**src/design/lscg_pkg.sv**
```systemverilog
// Shared types and constants for the laser sector collision guard.
`timescale 1ns / 1ps

package lscg_pkg;

    localparam int NUM_SECTORS  = 5;
    localparam int QUEUE_DEPTH  = 4;
    localparam int SIZE_W       = 9;
    localparam int DIST_W       = 16;
    localparam int VEL_W        = 16;
    localparam logic [DIST_W-1:0] RANGE_FAR = '1;

    // Sector order in the minima table
    localparam logic [2:0] SEC_RIGHT       = 3'd0;
    localparam logic [2:0] SEC_FRONT_RIGHT = 3'd1;
    localparam logic [2:0] SEC_FRONT       = 3'd2;
    localparam logic [2:0] SEC_FRONT_LEFT  = 3'd3;
    localparam logic [2:0] SEC_LEFT        = 3'd4;

    // Configuration register indexes
    typedef enum logic [1:0] {
        CFG_DIST_THRESHOLD = 2'd0,
        CFG_SECTOR_SIZE    = 2'd1,
        CFG_MANUAL_ENABLE  = 2'd2,
        CFG_ASSIST_ENABLE  = 2'd3
    } t_cfg_idx;

    // Input op codes
    localparam logic OP_VELOCITY = 1'b0;
    localparam logic OP_RANGE    = 1'b1;

    // Work kinds placed in the queue by the front end
    typedef enum logic [1:0] {
        K_PASS   = 2'd0,
        K_HOLD   = 2'd1,
        K_SAMPLE = 2'd2,
        K_CLEAR  = 2'd3
    } t_kind;

    typedef struct packed {
        logic                    op;
        logic signed [VEL_W-1:0] linear_cmd;
        logic signed [VEL_W-1:0] angular_cmd;
        logic [DIST_W-1:0]       range_mm;
        logic                    last_sample;
    } t_in_item;

    typedef struct packed {
        logic signed [VEL_W-1:0] linear_out;
        logic signed [VEL_W-1:0] angular_out;
        logic                    wall_warning;
    } t_out_item;

    typedef struct packed {
        t_kind                   kind;
        logic signed [VEL_W-1:0] linear;
        logic signed [VEL_W-1:0] angular;
        logic [DIST_W-1:0]       range_mm;
        logic                    last;
    } t_q_entry;

    typedef struct packed {
        logic [DIST_W-1:0] dist_threshold;
        logic [SIZE_W-1:0] sector_len;
    } t_back_cfg;

    typedef struct packed {
        logic full;
        logic empty;
    } t_q_status;

endpackage

```
**src/design/lscg_front.sv**
```systemverilog
// Front end: configuration registers and classification of input transfers.
`timescale 1ns / 1ps

module lscg_front
    import lscg_pkg::*;
(
    input  logic      i_clk,
    input  logic      i_rst_n,
    input  logic      i_cfg_we,
    input  t_cfg_idx  i_cfg_idx,
    input  logic [DIST_W-1:0] i_cfg_data,
    input  logic      i_in_valid,
    input  t_in_item  i_in_item,
    input  t_q_status i_q_status,
    output logic      o_in_ready,
    output logic      o_push,
    output t_q_entry  o_entry,
    output t_back_cfg o_back_cfg
);

    logic [DIST_W-1:0] r_threshold;
    logic [SIZE_W-1:0] r_size;
    logic              r_manual;
    logic              r_assist;
    logic              keep;

    // Write configuration registers
    always_ff @(posedge i_clk) begin
        if (!i_rst_n) begin
            r_threshold <= DIST_W'(500);
            r_size      <= SIZE_W'(144);
            r_manual    <= 1'b0;
            r_assist    <= 1'b0;
        end else if (i_cfg_we) begin
            unique case (i_cfg_idx)
                CFG_DIST_THRESHOLD: r_threshold <= i_cfg_data;
                CFG_SECTOR_SIZE:    r_size      <= i_cfg_data[SIZE_W-1:0];
                CFG_MANUAL_ENABLE:  r_manual    <= i_cfg_data[0];
                CFG_ASSIST_ENABLE:  r_assist    <= i_cfg_data[0];
                default: ;
            endcase
        end
    end

    // Classify the incoming item; drop those that do nothing
    always_comb begin
        keep    = 1'b0;
        o_entry = '{kind: K_PASS, linear: i_in_item.linear_cmd,
                    angular: i_in_item.angular_cmd, range_mm: i_in_item.range_mm,
                    last: i_in_item.last_sample};
        if (i_in_item.op == OP_VELOCITY) begin
            keep         = r_manual;
            o_entry.kind = r_assist ? K_HOLD : K_PASS;
        end else if (r_assist) begin
            keep         = 1'b1;
            o_entry.kind = K_SAMPLE;
        end else begin
            keep         = i_in_item.last_sample;
            o_entry.kind = K_CLEAR;
        end
    end

    assign o_in_ready = !i_q_status.full;
    assign o_push     = i_in_valid && o_in_ready && keep;
    assign o_back_cfg = '{dist_threshold: r_threshold, sector_len: r_size};

endmodule

```
**src/design/lscg_queue.sv**
```systemverilog
// Short queue of classified work between the front and back ends.
`timescale 1ns / 1ps

module lscg_queue
    import lscg_pkg::*;
(
    input  logic      i_clk,
    input  logic      i_rst_n,
    input  logic      i_push,
    input  t_q_entry  i_entry,
    input  logic      i_pop,
    output t_q_entry  o_head,
    output t_q_status o_status
);

    localparam int QW = $clog2(QUEUE_DEPTH);

    t_q_entry        r_mem [QUEUE_DEPTH];
    logic [QW-1:0]   r_wr_ptr;
    logic [QW-1:0]   r_rd_ptr;
    logic [QW:0]     r_count;

    // Store pushed entries
    always_ff @(posedge i_clk) begin
        if (i_push) begin
            r_mem[r_wr_ptr] <= i_entry;
        end
    end

    // Advance pointers and occupancy
    always_ff @(posedge i_clk) begin
        if (!i_rst_n) begin
            r_wr_ptr <= '0;
            r_rd_ptr <= '0;
            r_count  <= '0;
        end else begin
            if (i_push) begin
                r_wr_ptr <= r_wr_ptr + QW'(1);
            end
            if (i_pop) begin
                r_rd_ptr <= r_rd_ptr + QW'(1);
            end
            unique case ({i_push, i_pop})
                2'b10:   r_count <= r_count + (QW+1)'(1);
                2'b01:   r_count <= r_count - (QW+1)'(1);
                default: r_count <= r_count;
            endcase
        end
    end

    assign o_head         = r_mem[r_rd_ptr];
    assign o_status.full  = (r_count == (QW+1)'(QUEUE_DEPTH));
    assign o_status.empty = (r_count == '0);

endmodule

```
**src/design/lscg_back.sv**
```systemverilog
// Back end: sector minima, command hold, gating rules and output register.
`timescale 1ns / 1ps

module lscg_back
    import lscg_pkg::*;
#(
    parameter int MAX_SECTOR_SAMPLES = 256
) (
    input  logic      i_clk,
    input  logic      i_rst_n,
    input  t_back_cfg i_cfg,
    input  t_q_entry  i_head,
    input  t_q_status i_q_status,
    output logic      o_pop,
    output logic      o_out_valid,
    input  logic      i_out_ready,
    output t_out_item o_out_item
);

    localparam int CNT_W = $clog2(MAX_SECTOR_SAMPLES + 1);
    localparam int EW    = (CNT_W > SIZE_W) ? CNT_W : SIZE_W;

    logic [DIST_W-1:0]       r_min [NUM_SECTORS];
    logic [CNT_W-1:0]        r_cnt;
    logic [2:0]              r_sec;
    logic signed [VEL_W-1:0] r_held_lin;
    logic signed [VEL_W-1:0] r_held_ang;
    logic                    r_out_valid;
    t_out_item               r_out;

    logic [DIST_W-1:0]       upd_min [NUM_SECTORS];
    logic [NUM_SECTORS-1:0]  blk;
    logic [EW-1:0]           eff_size;
    logic [EW-1:0]           cnt_inc;
    logic                    sec_open;
    logic                    do_sample;
    logic                    do_clear;
    logic                    emit;
    logic signed [VEL_W-1:0] g_lin;
    logic signed [VEL_W-1:0] g_ang;
    logic                    g_warn;

    assign o_pop     = !i_q_status.empty && (!r_out_valid || i_out_ready);
    assign sec_open  = (r_sec < 3'(NUM_SECTORS));
    assign do_sample = o_pop && (i_head.kind == K_SAMPLE);
    assign do_clear  = o_pop && i_head.last &&
                       ((i_head.kind == K_SAMPLE) || (i_head.kind == K_CLEAR));
    assign emit      = o_pop && ((i_head.kind == K_PASS) ||
                       ((i_head.kind == K_SAMPLE) && i_head.last));

    // Clamp the sector size to one..max
    always_comb begin
        eff_size = EW'(i_cfg.sector_len);
        if (eff_size == '0) begin
            eff_size = EW'(1);
        end else if (eff_size > EW'(MAX_SECTOR_SAMPLES)) begin
            eff_size = EW'(MAX_SECTOR_SAMPLES);
        end
        cnt_inc = EW'(r_cnt) + EW'(1);
    end

    // Fold the sample into its sector's minimum and flag blocked sectors
    always_comb begin
        for (int i = 0; i < NUM_SECTORS; i++) begin
            upd_min[i] = r_min[i];
            if (do_sample && sec_open && (r_sec == 3'(i)) &&
                (i_head.range_mm < r_min[i])) begin
                upd_min[i] = i_head.range_mm;
            end
            blk[i] = (upd_min[i] < i_cfg.dist_threshold);
        end
    end

    // Apply the five gating rules in order to the held command
    always_comb begin
        g_lin  = r_held_lin;
        g_ang  = r_held_ang;
        g_warn = 1'b0;
        if (blk[SEC_FRONT] && g_lin > 16'sd0 && g_ang == 16'sd0) begin
            g_lin  = '0;
            g_warn = 1'b1;
        end
        if (blk[SEC_FRONT_LEFT] && g_lin > 16'sd0 && g_ang > 16'sd0) begin
            g_lin  = '0;
            g_ang  = '0;
            g_warn = 1'b1;
        end
        if (blk[SEC_FRONT_RIGHT] && g_lin > 16'sd0 && g_ang < 16'sd0) begin
            g_lin  = '0;
            g_ang  = '0;
            g_warn = 1'b1;
        end
        if (blk[SEC_LEFT] && g_lin == 16'sd0 && g_ang > 16'sd0) begin
            g_ang  = '0;
            g_warn = 1'b1;
        end
        if (blk[SEC_RIGHT] && g_lin == 16'sd0 && g_ang < 16'sd0) begin
            g_ang  = '0;
            g_warn = 1'b1;
        end
    end

    // Update scan state: minima, sample counter, sector number
    always_ff @(posedge i_clk) begin
        if (!i_rst_n) begin
            for (int i = 0; i < NUM_SECTORS; i++) begin
                r_min[i] <= RANGE_FAR;
            end
            r_cnt <= '0;
            r_sec <= '0;
        end else if (do_clear) begin
            for (int i = 0; i < NUM_SECTORS; i++) begin
                r_min[i] <= RANGE_FAR;
            end
            r_cnt <= '0;
            r_sec <= '0;
        end else if (do_sample && sec_open) begin
            for (int i = 0; i < NUM_SECTORS; i++) begin
                r_min[i] <= upd_min[i];
            end
            if (cnt_inc >= eff_size) begin
                r_cnt <= '0;
                r_sec <= r_sec + 3'd1;
            end else begin
                r_cnt <= cnt_inc[CNT_W-1:0];
            end
        end
    end

    // Hold commands; write gated values back at the end of a scan
    always_ff @(posedge i_clk) begin
        if (!i_rst_n) begin
            r_held_lin <= '0;
            r_held_ang <= '0;
        end else if (o_pop && i_head.kind == K_HOLD) begin
            r_held_lin <= i_head.linear;
            r_held_ang <= i_head.angular;
        end else if (do_sample && i_head.last) begin
            r_held_lin <= g_lin;
            r_held_ang <= g_ang;
        end
    end

    // Output register: load on emit, drop valid once the transfer completes
    always_ff @(posedge i_clk) begin
        if (!i_rst_n) begin
            r_out_valid <= 1'b0;
        end else if (emit) begin
            r_out_valid <= 1'b1;
        end else if (i_out_ready) begin
            r_out_valid <= 1'b0;
        end
    end

    always_ff @(posedge i_clk) begin
        if (emit) begin
            if (i_head.kind == K_PASS) begin
                r_out <= '{linear_out: i_head.linear, angular_out: i_head.angular,
                           wall_warning: 1'b0};
            end else begin
                r_out <= '{linear_out: g_lin, angular_out: g_ang,
                           wall_warning: g_warn};
            end
        end
    end

    assign o_out_valid = r_out_valid;
    assign o_out_item  = r_out;

endmodule

```
**src/design/laser_sector_collision_guard_unit.sv**
```systemverilog
// Top level of the laser sector collision guard.
// Usage:
//   Input channel (i_in_valid/o_in_ready, i_in_item) carries either a velocity
//   command or one laser range sample. Output channel (o_out_valid/i_out_ready,
//   o_out_item) carries gated velocity commands with a wall warning flag.
//   Configuration is written through i_cfg_we/i_cfg_idx/i_cfg_data while idle.
// Path: a transfer is written into the queue, and its result is registered in
//   the output register when the entry reaches the head; entries queued
//   ahead of it are retired first.
// Throughput: one item per cycle while the queue has room; the back end
//   retires one queue entry per cycle, paced by the single output register.
// Stall: while the receiver holds i_out_ready low the result stays in the
//   output register and the four-entry queue keeps filling; o_in_ready falls
//   when the queue is full. Items that produce nothing still wait their turn.
// Reset: synchronous, active low. Registers take their default values, the
//   sector minima read as far, the hold is zero and the queue empties.
`timescale 1ns / 1ps

module laser_sector_collision_guard_unit
    import lscg_pkg::*;
#(
    parameter int MAX_SECTOR_SAMPLES = 256
) (
    input  logic              i_clk,
    input  logic              i_rst_n,
    input  logic              i_cfg_we,
    input  t_cfg_idx          i_cfg_idx,
    input  logic [DIST_W-1:0] i_cfg_data,
    input  logic              i_in_valid,
    output logic              o_in_ready,
    input  t_in_item          i_in_item,
    output logic              o_out_valid,
    input  logic              i_out_ready,
    output t_out_item         o_out_item
);

    logic      push;
    logic      pop;
    t_q_entry  entry;
    t_q_entry  head;
    t_q_status q_status;
    t_back_cfg back_cfg;

    // Classify and queue input transfers
    lscg_front u_front (
        .i_clk      (i_clk),
        .i_rst_n    (i_rst_n),
        .i_cfg_we   (i_cfg_we),
        .i_cfg_idx  (i_cfg_idx),
        .i_cfg_data (i_cfg_data),
        .i_in_valid (i_in_valid),
        .i_in_item  (i_in_item),
        .i_q_status (q_status),
        .o_in_ready (o_in_ready),
        .o_push     (push),
        .o_entry    (entry),
        .o_back_cfg (back_cfg)
    );

    lscg_queue u_queue (
        .i_clk    (i_clk),
        .i_rst_n  (i_rst_n),
        .i_push   (push),
        .i_entry  (entry),
        .i_pop    (pop),
        .o_head   (head),
        .o_status (q_status)
    );

    // Execute queued work and drive results
    lscg_back #(
        .MAX_SECTOR_SAMPLES (MAX_SECTOR_SAMPLES)
    ) u_back (
        .i_clk       (i_clk),
        .i_rst_n     (i_rst_n),
        .i_cfg       (back_cfg),
        .i_head      (head),
        .i_q_status  (q_status),
        .o_pop       (pop),
        .o_out_valid (o_out_valid),
        .i_out_ready (i_out_ready),
        .o_out_item  (o_out_item)
    );

`ifndef SYNTH
    // Never push into a full queue
    a_no_overflow: assert property (@(posedge i_clk) disable iff (!i_rst_n)
        push |-> !q_status.full)
        else $error("queue push while full");

    // Never pop an empty queue
    a_no_underflow: assert property (@(posedge i_clk) disable iff (!i_rst_n)
        pop |-> !q_status.empty)
        else $error("queue pop while empty");

    // Output stays empty straight after reset
    a_reset_out: assert property (@(posedge i_clk)
        !i_rst_n |=> !o_out_valid)
        else $error("output valid after reset");

    // A stalled result must not be overwritten by a pop
    a_no_overwrite: assert property (@(posedge i_clk) disable iff (!i_rst_n)
        (o_out_valid && !i_out_ready) |-> !pop)
        else $error("pop while result stalled");
`endif

endmodule
```
**config.mk**
```make
export PLATFORM = sky130hd
export DESIGN_NAME = laser_sector_collision_guard_unit
export DESIGN_NICKNAME = d
export VERILOG_FILES = /design/src/design/lscg_pkg.sv /design/src/design/lscg_front.sv /design/src/design/lscg_queue.sv /design/src/design/lscg_back.sv /design/src/design/laser_sector_collision_guard_unit.sv
export SDC_FILE = /design/constraint.sdc
export NUM_CORES = 1
export LEC_CHECK = 0
export BUFFER_PORTS_ARGS = -buffer_cell sky130_fd_sc_hd__buf_4
export CORE_MARGIN = 3
export CORE_UTILIZATION = 49
export CTS_BUF_LIST = sky130_fd_sc_hd__clkbuf_2 sky130_fd_sc_hd__clkbuf_4 sky130_fd_sc_hd__clkbuf_8
export DETAILED_ROUTE_END_ITERATION = 8
export GPL_ROUTABILITY_DRIVEN = 0
export PLACE_DENSITY = 0.65
export SETUP_SLACK_MARGIN = 0.1
export SYNTH_ARGS = -nofsm -noshare
export SYNTH_HDL_FRONTEND = slang
export SYNTH_HIERARCHICAL = 1
export SYNTH_SLANG_ARGS = --single-unit
```
**constraint.sdc**
```tcl
create_clock -name i_clk -period 8.1 [get_ports i_clk]
set_input_delay 1.215 -clock i_clk [delete_from_list [all_inputs] [get_ports i_clk]]
set_output_delay 1.215 -clock i_clk [all_outputs]
set_load 0.01 [all_outputs]
```
After elaboration in Yosys (flattened, before gate mapping)
Memories as Yosys holds them, arrays and structs flattened. A register that Yosys moved wholly into a read port is not among the register bits.
Index checks and enable logic that the tools add are counted.
Operators by class
  shifts and indexed selects: 0
  add/sub/neg operators: 6
  mux-type cells: 55
  equality and inequality tests: 13
  reductions and logical operators: 53
  bitwise logic cells: 11
  multiply operators: 0
  divide/modulo/power cells: 0
  $lt $le $gt $ge: 20
Operators by type and width (number)
  $mux W16: 26
  $lt A16 B16 Y1: 10
  $gt A16 B1 Y1 const B: 5
  $mux W33: 1
  $logic_not A16 Y1: 2
  $lt A16 B1 Y1 const B: 2
  $logic_and A1 B1 Y1: 31
  $mux W9: 3
  $mux W1: 21
  $eq A2 B2 Y1 const B: 5
  $or A1 B1 Y1: 10
  $reduce_and A2 Y1: 5
  $add A9 B1 Y9 const B: 1
  $ge A9 B9 Y1: 1
  $gt A9 B9 Y1 const B: 1
  $logic_not A9 Y1: 1
  $add A3 B1 Y3 const B: 2
  $eq A2 B1 Y1 const B: 3
  $eq A3 B2 Y1 const B: 2
  $eq A3 B3 Y1 const B: 2
  $logic_not A3 Y1: 2
  $mux W2: 3
  $pmux W3 S2: 1
  $reduce_bool A2 Y1: 3
  9 further kinds: 15
Word-level totals
  memories kept: 2
  output and inout bits: 35
  memory bits (writable): 284
  memory bits (read-only): 0
  bits in latches: 0
  input port bits: 73
  register bits after elaboration: 112
Memory list
  u_queue.r_mem: depth 4, width 51, rd ports 1, clocked after memory_dff 1, wr ports 1, line lscg_queue.sv:18  | t_q_entry r_mem [QUEUE_DEPTH];
  u_back.r_min: depth 5, width 16, rd ports 5, clocked after memory_dff 0, wr ports 5, line lscg_back.sv:23  | logic [DIST_W-1:0] r_min [NUM_SECTORS];

Longest topological paths before layout
Gate-level depths: netlist of the first run.
  depth after elaboration: 29
  mapped depth: 24
  mapped depth without buffers: 19

Cells and area by module
Netlist of the first run, hierarchy kept.
Modules (own cells, without submodules)
  lscg_back: area an instance 11253.3 um^2, instances 1, cells each 1202
  lscg_queue: area an instance 7868.8 um^2, instances 1, cells each 313
  lscg_front: area an instance 1503.9 um^2, instances 1, cells each 170

Worst setup path after synthesis of the first run
OpenSTA, ideal clock, no wires.
  kind: register to register
  start: register (tool-made name)
  end: register u_back.r_held_lin[10]
  setup slack: 2214 ps
  stages on the path, launching flop included: 21
  clock period less this slack: 5886 ps
  arrival time: 5828 ps
  setup time: 59 ps
  cells stage by stage: dfxtp_1 -> buf_6 -> buf_12 -> mux4_2 -> ha_1 -> nand2_1 -> or3_1 -> o31ai_2 -> clkbuf_1 -> mux2_2 -> ha_1 -> nand4_1 -> or3_1 -> or4_1 -> a221oi_4 -> nor3_2 -> or3_1 -> buf_2 -> a21oi_4 -> buf_6 -> a22o_1
RTL lines
  end signal, assigned: line lscg_back.sv:136  | r_held_lin <= i_head.linear;
  end signal, assigned: line lscg_back.sv:139  | r_held_lin <= g_lin;
  end, declared: line lscg_back.sv:26  | logic signed [VEL_W-1:0] r_held_lin;

==> run_results.csv, run 1 <==
group,metric,value,unit
status,outcome,"finished, final reports clean",
sta,report.final.hold_viol_count,0,
detailed_routing,drc,0,
power_and_ir_drop,power_density_relative_to_cell_area,267,nW/um^2
detailed_routing,drtIter0Drc,982,
sta,final.setup.tns,0,ns
logic_synthesis,synth_cells,1685,
die,num_io_pins,108,
grt,first_global_vias,13500,
detailed_routing,route.vias.total,13300,
clock_tree,clock_tree.htree_level_count,3,
setup_path,timing.critical_path.from_type,"flip-flop",
place,detailedPlace.worstSlack,1.26,ns
sta,fmaxAchievable,0.145,GHz
die,die_area,44600,um^2
clock_tree,cts_buffer_depth,3,
cells_and_area,n_fill_cell,3399,
job,cap_viol_max_count,0,
place,port_buffers,107,
cells_and_area,flow.area_growth_from_synthesis,10.9,%
die,core_area,41200,um^2
logic_synthesis,main_combinational_cell_family_by_area_after_synthesis,"simple AND/OR/NAND/NOR gates",
logic_synthesis,synth_edf_count,317,
grt,grt_start_max_net_pins,76,
logic_synthesis,yosys_register_bits,398,
die,die_height,211,um
setup_path,worst_endpoint_data_arrival_time,7.46,ns
place,post-place-cells,2229,
logic_synthesis,netlist-cell-type-count,70,
clock_tree,cts_tree,"yes",
sta,total_count_of_max_transition_violations_in_the_final_report,0,
setup_path,critical_path_sink_type,"flip-flop",
sta,fin_hold_ws,0.457,ns
setup_path,critPathMaxFanout,22,
logic_synthesis,yosys.area_share.adder,10.4,%
logic_synthesis,post_synth_xor_area_fraction,0.594,%
place,hpwlAfterDp,33000,um
cells_and_area,post_layout_cell_count,2351,
logic_synthesis,synth.cell_area,20600,um^2
power_and_ir_drop,finalPower,6.10,mW
sta,max_slew.worst_pin.slew,1.19,ns
logic_synthesis,synth.area.mux_share,8.54,%
setup_path,criticalPathCategory,"reg2reg",
logic_synthesis,yosys.area_share.simple,11.3,%
power_and_ir_drop,ir_worst_vdd,0.188,mV
logic_synthesis,ys_dominant_reg_cell,"edfxtp_1",
clock_tree,clkSinkCount,398,
sta,period_minus_slack,6.92,ns
clock_tree,cts_inserted_buffers,68,
detailed_routing,drt_total_wl,48200,um
sta,setup_violations,0,
sta,final_critical_path_setup_slack,1.18,ns
sta,final.period_utilization,85.4,%
logic_synthesis,async_flop_share,0,%
clock_tree,cts_resized,0,
logic_synthesis,synth_sequential_area_ratio,54.0,%
sta,grt_setup_unrepaired,"no",
logic_synthesis,synthesis.yosys.warnings,6,
detailed_routing,antenna_violating_nets_post_route,0,
grt,globalRouteTotalUtil,21.9,%
cells_and_area,drive_above_1_share,18.7,%
detailed_routing,wl_per_cell,20.5,um
grt,grt_overflow,0,
cells_and_area,nets,2012,
sta,fin_clk_skew,0.0312,ns
clock_tree,root_buffer,"clkbuf_8",
cells_and_area,layout.cells.most_common_list,"edfxtp_1 (317), nand2_1 (197), ha_1 (170), buf_4 (127), o21ai_0 (119)",
die,initial_core_util,50.1,%
sta,slew_headroom,20.6,%
worst_hold_path,min-delay-path-class,"reg2reg",
clock_tree,post_cts_hold_buffer_count,0,
cells_and_area,mostFrequentLayoutCell,"edfxtp_1",
place,dpl-instance-area,21600,um^2
die,placement_rows,74,
logic_synthesis,syn-mean-instance-area,12.2,um^2
grt,grt_pass1_wl,75300,um
detailed_routing,route.detailed.vias_per_inst,5.64,
die,die_x,211,um
cells_and_area,final_cell_area,22900,um^2
clock_tree,clk_pin_slew,0.06,ns
detailed_routing,firstDrtPassIters,9,
grt,initial_antenna_violation_count,0,
cells_and_area,final_antenna_diode_count,0,
cells_and_area,post-route-util,55.5,%
setup_path,required,8.64,ns
clock_tree,cts_setup_buffers,0,
logic_synthesis,postSynthNetCount,1929,
power_and_ir_drop,power_leakage,8.75,nW
logic_synthesis,synth_compound_area_share,9.44,%
clock_tree,worst_skew_pair_later_pin_latency,0.62,ns
[layout make-up]
type	count	area [um^2]	area share (%)
repair buffers	128	958	4.19
clock inverters	25	119	0.520
multi-input cells	1054	8350	36.5
inverters	118	443	1.94
well taps	532	666	2.91
clock buffers	96	1180	5.18
flip-flops and latches	398	11100	48.7
[worst max-delay path, cell delays in order, from the launching register on]
cell,delay [ns]
dfxtp_4,0.65
mux4_2,0.75
ha_1,0.28
a2111oi_0,0.42
o31ai_1,0.27
a2111oi_4,0.79
buf_4,0.37
o21ai_0,0.16
ha_1,0.34
nand4_1,0.11
nor2_1,0.37
o2111a_1,0.26
o21ai_0,0.11
nor3_1,0.43
a211oi_2,0.15
or3_1,0.67
a21oi_4,0.48
a22o_1,0.20
[cells by family after synthesis]
logic type      after synthesis
simple gates                468
buf+inv                     233
mux                         108
flops                       398
xor+xnor                     14
compound gates              293
fa+ha+maj                   171
[state kept, by name, summed over array words and instances, names as in the netlist, named ones only]
name,cells
u_queue/r_mem,204
u_back/r_min,80
u_back/o_out_item,33
u_back/r_held_ang,16
u_back/r_held_lin,16
u_front/r_threshold,16
u_back/r_cnt,9
u_front/r_size,9
u_back/r_sec,3
u_queue/r_count,3
u_queue/r_rd_ptr,2
u_queue/r_wr_ptr,2
u_back/o_out_valid,1
u_front/r_assist,1
u_front/r_manual,1
[metal layers]
layer | wire, um | part of all wire [%] | track usage (%) | vias to the layer above
li1 | - | - | - | 6365
met1 | 21000 | 44 | 28.7 | 6413
met2 | 22900 | 48 | 35.8 | 393
met3 | 2540 | 5.3 | 3.79 | 97
met4 | 1750 | 3.6 | 9.93 | 0
met5 | 0 | 0 | 0 | -
[path summary, 6_finish.rpt]
path / startpoint / depth (start not counted) / slack [ns] / to
worst max-delay path: flip-flop / 17 / 1.18 / u_back/r_held_lin[12]
worst min-delay path: u_front/r_threshold[14] / 2 / 0.46 / u_front/r_threshold[14]
worst max register to register: flip-flop / 17 / 1.18 / u_back/r_held_lin[12]
worst min register to register: u_front/r_threshold[14] / 2 / 0.46 / u_front/r_threshold[14]
[Yosys cell counts, types with 35 or more instances]
cell type / instances / area, um^2
edfxtp_1: 317 / 9520
nand2_1: 197 / 739
ha_1: 170 / 2130
o21ai_0: 119 / 596
inv_1: 117 / 439
nand2b_1: 82 / 513
dfxtp_1: 81 / 1620
buf_4: 51 / 383
mux4_2: 50 / 1130
nor2_1: 46 / 173
clkbuf_1: 43 / 161
nand3_1: 35 / 175
[power breakdown]
part / internal (mW) / switching (mW)
registers: 2.45 / 0.142
logic: 0.663 / 1.10
clock network: 0.943 / 0.803
(Power assumes the default switching activity.)
==> inputs of run 2 (changes only) <==
Settings changed: PLACE_DENSITY 0.65 to 0.77, SKIP_CTS_REPAIR_TIMING set to 1.
==> run 2 against run 1 <==
Compared with the run above:
- critical path depth up 3
- cell count down 0.21%
- first-iteration DRC count up 33%
- total power down 0.53%
- sequential share of layout area up 0.12 points
- via count up 4.3%
- clock skew down 0.0022 ns
- largest cell class unchanged
- highest routed layer is now met5
==> run_results.csv, run 2 (synthesis results as in run 1) <==
group,metric,value,unit
status,outcome,"finished, final reports clean",
clock_tree,worst_skew_pair_later_pin_latency,0.61,ns
die,core_area,41200,um^2
power_and_ir_drop,sw_frac_of_total,33.6,%
sta,slew_headroom,23.1,%
detailed_routing,wl_per_cell,21.0,um
die,num_io_pins,108,
detailed_routing,drt_total_wl,49300,um
sta,fin_clk_skew,0.0289,ns
cells_and_area,layout.cells.most_common_list,"edfxtp_1 (317), nand2_1 (197), ha_1 (170), buf_4 (125), o21ai_0 (119)",
cells_and_area,max_flop_register,"u_queue/r_mem",
sta,grt_setup_unrepaired,"no",
sta,final.period_utilization,83.4,%
power_and_ir_drop,power_leakage,8.70,nW
worst_hold_path,min-delay-path-class,"reg2reg",
die,die_area,44600,um^2
detailed_routing,antenna_violating_nets_post_route,0,
setup_path,critical_path.reg2reg.endpoint,"u_back/r_held_lin[7]",
power_and_ir_drop,p_sw,2.04,mW
sta,fin_hold_ws,0.459,ns
die,die_x,211,um
clock_tree,cts_buffer_depth,3,
cells_and_area,flow.area_growth_from_synthesis,10.6,%
setup_path,worst_endpoint_data_arrival_time,7.23,ns
setup_path,required,8.58,ns
setup_path,number_of_buffers_and_inverters_on_the_critical_path,2,
setup_path,critPathMaxFanout,30,
cells_and_area,largest_register_ff_count,204,
place,port_buffers,107,
setup_path,critical-path-top-delay-family,"simple AND/OR/NAND/NOR gates",
setup_path,criticalPathCategory,"reg2reg",
setup_path,timing.critical_path.slowest_cell_delay,0.73,ns
sta,fmaxAchievable,0.148,GHz
detailed_routing,route.detailed.vias_per_inst,5.90,
power_and_ir_drop,share_comb_of_total_power,28.7,%
grt,first_global_vias,14100,
grt,grt_pass1_wl,77100,um
clock_tree,cts_inserted_buffers,67,
clock_tree,clock_tree.htree_level_count,3,
job,cap_viol_max_count,0,
die,placement_rows,74,
grt,grt_overflow,0,
sta,period_minus_slack,6.75,ns
cells_and_area,drive_above_1_share,18.1,%
detailed_routing,firstDrtPassIters,8,
sta,setup_violations,0,
die,die_height,211,um
worst_hold_path,hold_path_depth,2,
die,initial_core_util,50.1,%
place,hpwlAfterDp,33500,um
cells_and_area,post-route-util,55.4,%
power_and_ir_drop,cell_internal_pwr,4.03,mW
clock_tree,cts_tree,"yes",
clock_tree,clk_pin_slew,0.06,ns
setup_path,critical_path_sink_type,"flip-flop",
setup_path,rr_worst_depth,20,
worst_hold_path,worstHoldEndpoint,"u_front/r_threshold[11]",
clock_tree,root_buffer,"clkbuf_8",
power_and_ir_drop,ir_worst_vdd,0.184,mV
setup_path,critical_path_top_delay_cell,"dfxtp_4",
setup_path,crit_chain,"buf_4 -> mux4_2 -> nand2b_1 -> nor3_1 -> and2_1 -> nand4b_1 -> nor2_1 -> buf_4 -> nand2_1 -> o21ai_0 -> ha_1 -> a21oi_1 -> o21ai_0 -> a21oi_1 -> o2111ai_1 -> or2_2 -> o31ai_1 -> or3_1 -> a21oi_4 -> a22o_1",
power_and_ir_drop,sequentialPowerShare,43.0,%
detailed_routing,route.vias.total,13800,
grt,grt_start_max_net_pins,89,
cells_and_area,mostFrequentLayoutCell,"edfxtp_1",
sta,total_count_of_max_transition_violations_in_the_final_report,0,
power_and_ir_drop,part_of_the_power_in_the_clock_network,28.3,%
cells_and_area,nets,2008,
clock_tree,clkSinkCount,398,
worst_hold_path,hold_path.startpoint,"u_front/r_threshold[11]",
power_and_ir_drop,power_density_relative_to_cell_area,266,nW/um^2
grt,globalRouteTotalUtil,22.2,%
detailed_routing,drtIter0Drc,1302,
setup_path,reg2reg_setup_slack,1.35,ns
setup_path,timing.critical_path.from_type,"flip-flop",
sta,final.setup.tns,0,ns
sta,report.final.hold_viol_count,0,
detailed_routing,drc,0,
grt,initial_antenna_violation_count,2,
sta,max_slew.worst_pin.slew,1.15,ns
run 2: changes by cell type in the layout (fill, tap and decap cells not counted), moves of 2 or more:
cell	before	now
clkbuf_4	22	14
clkinv_1	16	21
clkbuf_8	74	72
and2_4	0	3
and2_2	4	1
buf_4	127	125
clkinvlp_4	2	4
run 2: area by class of cell:
cell class | instances | area, um^2
clock buffer | 86 | 1100
multi-input combinational | 1054 | 8340
clock inverter | 32 | 178
fill | 3284 | 18400
sequential | 398 | 11100
antenna | 1 | 2.50
inverter | 118 | 443
tap | 532 | 666
timing repair buffer | 125 | 938
run 2: per-layer routing:
layer,global-route usage (%),wire (um),vias up,part of all wire (%)
met5,0,13,-,0.026
met4,11.1,2190,2,4.5
met3,4.11,3840,156,7.8
met2,37.3,23900,637,48
met1,27.9,19400,6702,39
li1,-,-,6348,-
run 2: worst register-to-register path, stage by stage (launching register included):
cell,delay [ns]
dfxtp_4,0.73
buf_4,0.58
mux4_2,0.63
nand2b_1,0.18
nor3_1,0.35
and2_1,0.22
nand4b_1,0.27
nor2_1,0.18
buf_4,0.33
nand2_1,0.09
o21ai_0,0.15
ha_1,0.33
a21oi_1,0.14
o21ai_0,0.18
a21oi_1,0.28
o2111ai_1,0.15
or2_2,0.35
o31ai_1,0.39
or3_1,0.60
a21oi_4,0.24
a22o_1,0.26
run 2: through the flow:
step	cells	power [mW]	setup WS, ns	instance area, um^2
2_1_floorplan	1685	3.83	2.21	20600
3_3_place_gp	2227	4.32	1.52	21500
3_5_place_dp	2227	4.37	1.36	21500
4_1_cts	2345	6.10	1.34	22800
5_1_grt	2346	6.38	0.844	22800
6_report	2346	6.07	1.35	22800
run 2: power by group through the flow:
stage / clock network [mW] / logic (mW) / registers (mW)
floorplan: 0 / 1.25 / 2.58
global placement: 0 / 1.67 / 2.65
detailed placement: 0 / 1.73 / 2.64
CTS: 1.76 / 1.74 / 2.61
global route: 1.86 / 1.90 / 2.63
finish: 1.72 / 1.74 / 2.61
run 2: worst max path at each step:
stage / end / from / cells past startpoint / slack, ns
floorplan: u_back/r_held_lin[10] / flip-flop / 20 / 2.21
finish: u_back/r_held_lin[7] / flip-flop / 20 / 1.35
CTS: u_back/r_held_lin[3] / flip-flop / 17 / 1.34
global placement: u_back/r_held_lin[5] / flip-flop / 17 / 1.52
detailed placement: u_back/r_held_lin[0] / flip-flop / 17 / 1.36
global route: u_back/r_held_lin[3] / flip-flop / 20 / 0.84
==> inputs of run 3 (changes only) <==
Settings changed: ABC_AREA set to 1, PLACE_DENSITY 0.77 to 0.8.
Clock period 8.1 ns to 5.95 ns, I/O delays scaled along.
==> run 3 against run 2 <==
Compared with the run above:
- first-iteration DRC count increased by 29%
- die area rose by 3.7%
- core utilization increased by 0.49 points
- global-route usage rose by 0.42 points
- largest cell class unchanged
- worst hold slack got worse by 0.0043 ns
- largest power group is now combinational logic
==> run_results.csv, run 3 <==
group,metric,value,unit
setup_path,rr_worst_depth,27,
logic_synthesis,syn-mean-instance-area,9.44,um^2
grt,grt_start_max_net_pins,89,
logic_synthesis,postSynthNetCount,2512,
clock_tree,clock_tree.htree_level_count,3,
place,detailedPlace.worstSlack,0.257,ns
die,num_io_pins,108,
worst_hold_path,worstHoldEndpoint,"u_queue/r_mem[3][35]",
die,initial_core_util,50.3,%
cells_and_area,multi_input_area,8450,um^2
detailed_routing,drt_total_wl,53900,um
detailed_routing,wl_per_cell,18.1,um
die,die_height,215,um
die,die_area,46200,um^2
place,dpl-instance-area,22400,um^2
logic_synthesis,synth_cells,2268,
sta,fin_hold_ws,0.455,ns
sta,final_critical_path_setup_slack,0.503,ns
cells_and_area,post-route-util,55.8,%
setup_path,reg2reg_setup_slack,0.50,ns
setup_path,critical_path.reg2reg.endpoint,"u_back/o_out_item[1]",
power_and_ir_drop,ir_worst_vdd,0.316,mV
detailed_routing,antenna_violating_nets_post_route,0,
clock_tree,cts_buffer_depth,3,
setup_path,crit_top_cell,"nand2_1",
clock_tree,clk_pin_slew,0.06,ns
sta,final.setup.tns,0,ns
die,placement_rows,75,
sta,report.final.hold_viol_count,0,
setup_path,criticalPathCategory,"reg2reg",
grt,first_global_vias,16400,
sta,setup_violations,0,
logic_synthesis,async_flop_share,0,%
clock_tree,clkSinkCount,398,
status,outcome,"finished, final reports clean",
cells_and_area,nets,2595,
logic_synthesis,ys_dominant_reg_cell,"edfxtp_1",
cells_and_area,seq_area,11100,um^2
power_and_ir_drop,power_leakage,10.3,nW
cells_and_area,post_layout_cell_count,2982,
place,hpwlAfterDp,36700,um
grt,grt_overflow,0,
sta,total_count_of_max_transition_violations_in_the_final_report,0,
sta,fin_clk_skew,0.0297,ns
place,port_buffers,107,
cells_and_area,drive_above_1_share,15.9,%
logic_synthesis,netlist-cell-type-count,49,
detailed_routing,drtIter0Drc,1685,
cells_and_area,final_antenna_diode_count,0,
setup_path,critical_path_sink_type,"flip-flop",
setup_path,required,6.30,ns
logic_synthesis,synth_top_cell_by_area,"edfxtp_1",
grt,initial_antenna_violation_count,0,
detailed_routing,route.detailed.vias_per_inst,5.63,
place,post-place-cells,2857,
logic_synthesis,synth.cell_area,21400,um^2
sta,grt_setup_unrepaired,"no",
logic_synthesis,synthesis.yosys.warnings,6,
clock_tree,cts_inserted_buffers,67,
cells_and_area,mostFrequentLayoutCell,"nand2_1",
cells_and_area,max_flop_register,"u_queue/r_mem",
die,die_x,215,um
setup_path,timing.critical_path.from_type,"flip-flop",
sta,max_slew.worst_pin.slew,1.22,ns
clock_tree,worst_skew_pair_later_pin_latency,0.64,ns
setup_path,worst_endpoint_data_arrival_time,5.79,ns
cells_and_area,largest_register_ff_count,204,
grt,globalRouteTotalUtil,22.7,%
logic_synthesis,synth_commonest_cells,"nand2_1 (403), edfxtp_1 (317), inv_1 (238), nor2_1 (207), ha_1 (170)",
power_and_ir_drop,power_density_relative_to_cell_area,428,nW/um^2
setup_path,critical_path_top_delay_cell,"dfxtp_4",
cells_and_area,final_cell_area,23700,um^2
worst_hold_path,hold_path_depth,1,
logic_synthesis,post-synth-top-count-cell,"nand2_1",
clock_tree,cts_tree,"yes",
worst_hold_path,hold_path.startpoint,"i_in_item[35]",
worst_hold_path,min-delay-path-class,"in2reg",
grt,grt_pass1_wl,84700,um
clock_tree,root_buffer,"clkbuf_8",
job,cap_viol_max_count,0,
cells_and_area,layout.cells.most_common_list,"nand2_1 (402), edfxtp_1 (317), inv_1 (233), nor2_1 (206), ha_1 (170)",
power_and_ir_drop,finalPower,10.2,mW
logic_synthesis,synth_edf_count,317,
detailed_routing,drc,0,
detailed_routing,firstDrtPassIters,6,
logic_synthesis,yosys_register_bits,398,
sta,slew_headroom,18.4,%
sta,period_minus_slack,5.45,ns
logic_synthesis,synth_sequential_area_ratio,52.1,%
die,core_area,42500,um^2
detailed_routing,route.vias.total,16800,
setup_path,critPathMaxFanout,31,
logic_synthesis,synthTopCellsByArea,"edfxtp_1 (44%), ha_1 (9.9%), dfxtp_1 (7.6%), nand2_1 (7.1%), inv_1 (4.2%)",
setup_path,timing.critical_path.slowest_cell_delay,0.37,ns
cells_and_area,n_fill_cell,3524,
sta,final.period_utilization,91.5,%
cells_and_area,flow.area_growth_from_synthesis,10.9,%
sta,fmaxAchievable,0.184,GHz
logic_synthesis,synth_top_cell_area_share,44.5,%
-- run 3: cell count changes after synthesis, moves of 50 or more --
cell      before  now
o21ai_1        1   76
mux4_2        50    0
a21oi_1       33  109
nand2_1      197  403
nand2b_1      82    0
inv_1        117  238
or2_2          3   77
nor2_1        46  207
o22ai_1        0   51
-- run 3: cells by family after synthesis --
family          Yosys count  synth area share [%]
compound gates          456                  11.6
xor+xnor                  7                 0.286
fa+ha+maj               171                  10.0
buf+inv                 390                  8.65
flops                   398                  52.1
simple gates            846                  17.4
-- run 3: worst max path at each step --
stage                            endpoint      start  slack (ns)  cells past startpoint
floorplan           u_back/o_out_item[10]  flip-flop        1.41                     28
global placement     u_back/o_out_item[5]  flip-flop        0.38                     28
detailed placement   u_back/o_out_item[1]  flip-flop        0.26                     27
CTS                  u_back/o_out_item[9]  flip-flop        0.20                     27
global route         u_back/o_out_item[6]  flip-flop        0.10                     31
finish               u_back/o_out_item[1]  flip-flop        0.50                     27
-- run 3: power by group --
| part | internal (mW) | switching [mW] |
|---|---|---|
| Combinational | 1.28 | 2.83 |
| Clock | 1.24 | 1.13 |
| Sequential | 3.49 | 0.192 |
| Total | 6.01 | 4.15 |
-- run 3: worst max-delay path, delay by kind of cell, from the launching register on --
| kind | cells | cell delay (ns) |
|---|---|---|
| AOI/OAI and AO/OA | 9 | 1.34 |
| and+or+nand+nor | 13 | 2.32 |
| buffers and inverters | 3 | 0.66 |
| adders and majority gates | 2 | 0.43 |
| DFF | 1 | 0.37 |
-- run 3: cell type report --
cell class	count	share of cell area, %
Timing Repair Buffer	155	4.96
Multi-Input combinational cell	1480	35.6
Inverter	249	3.95
Clock inverter	34	0.775
Clock buffer	89	4.71
Sequential cell	398	47.0
Tap cell	577	3.04
-- run 3: per-layer routing --
metal	up-vias	part of all wire, %	track usage, %
met4	0	3.5	9.43
met1	7989	41	29.0
li1	7930	-	-
met3	125	8.2	4.52
met5	-	0	0
met2	733	48	37.8
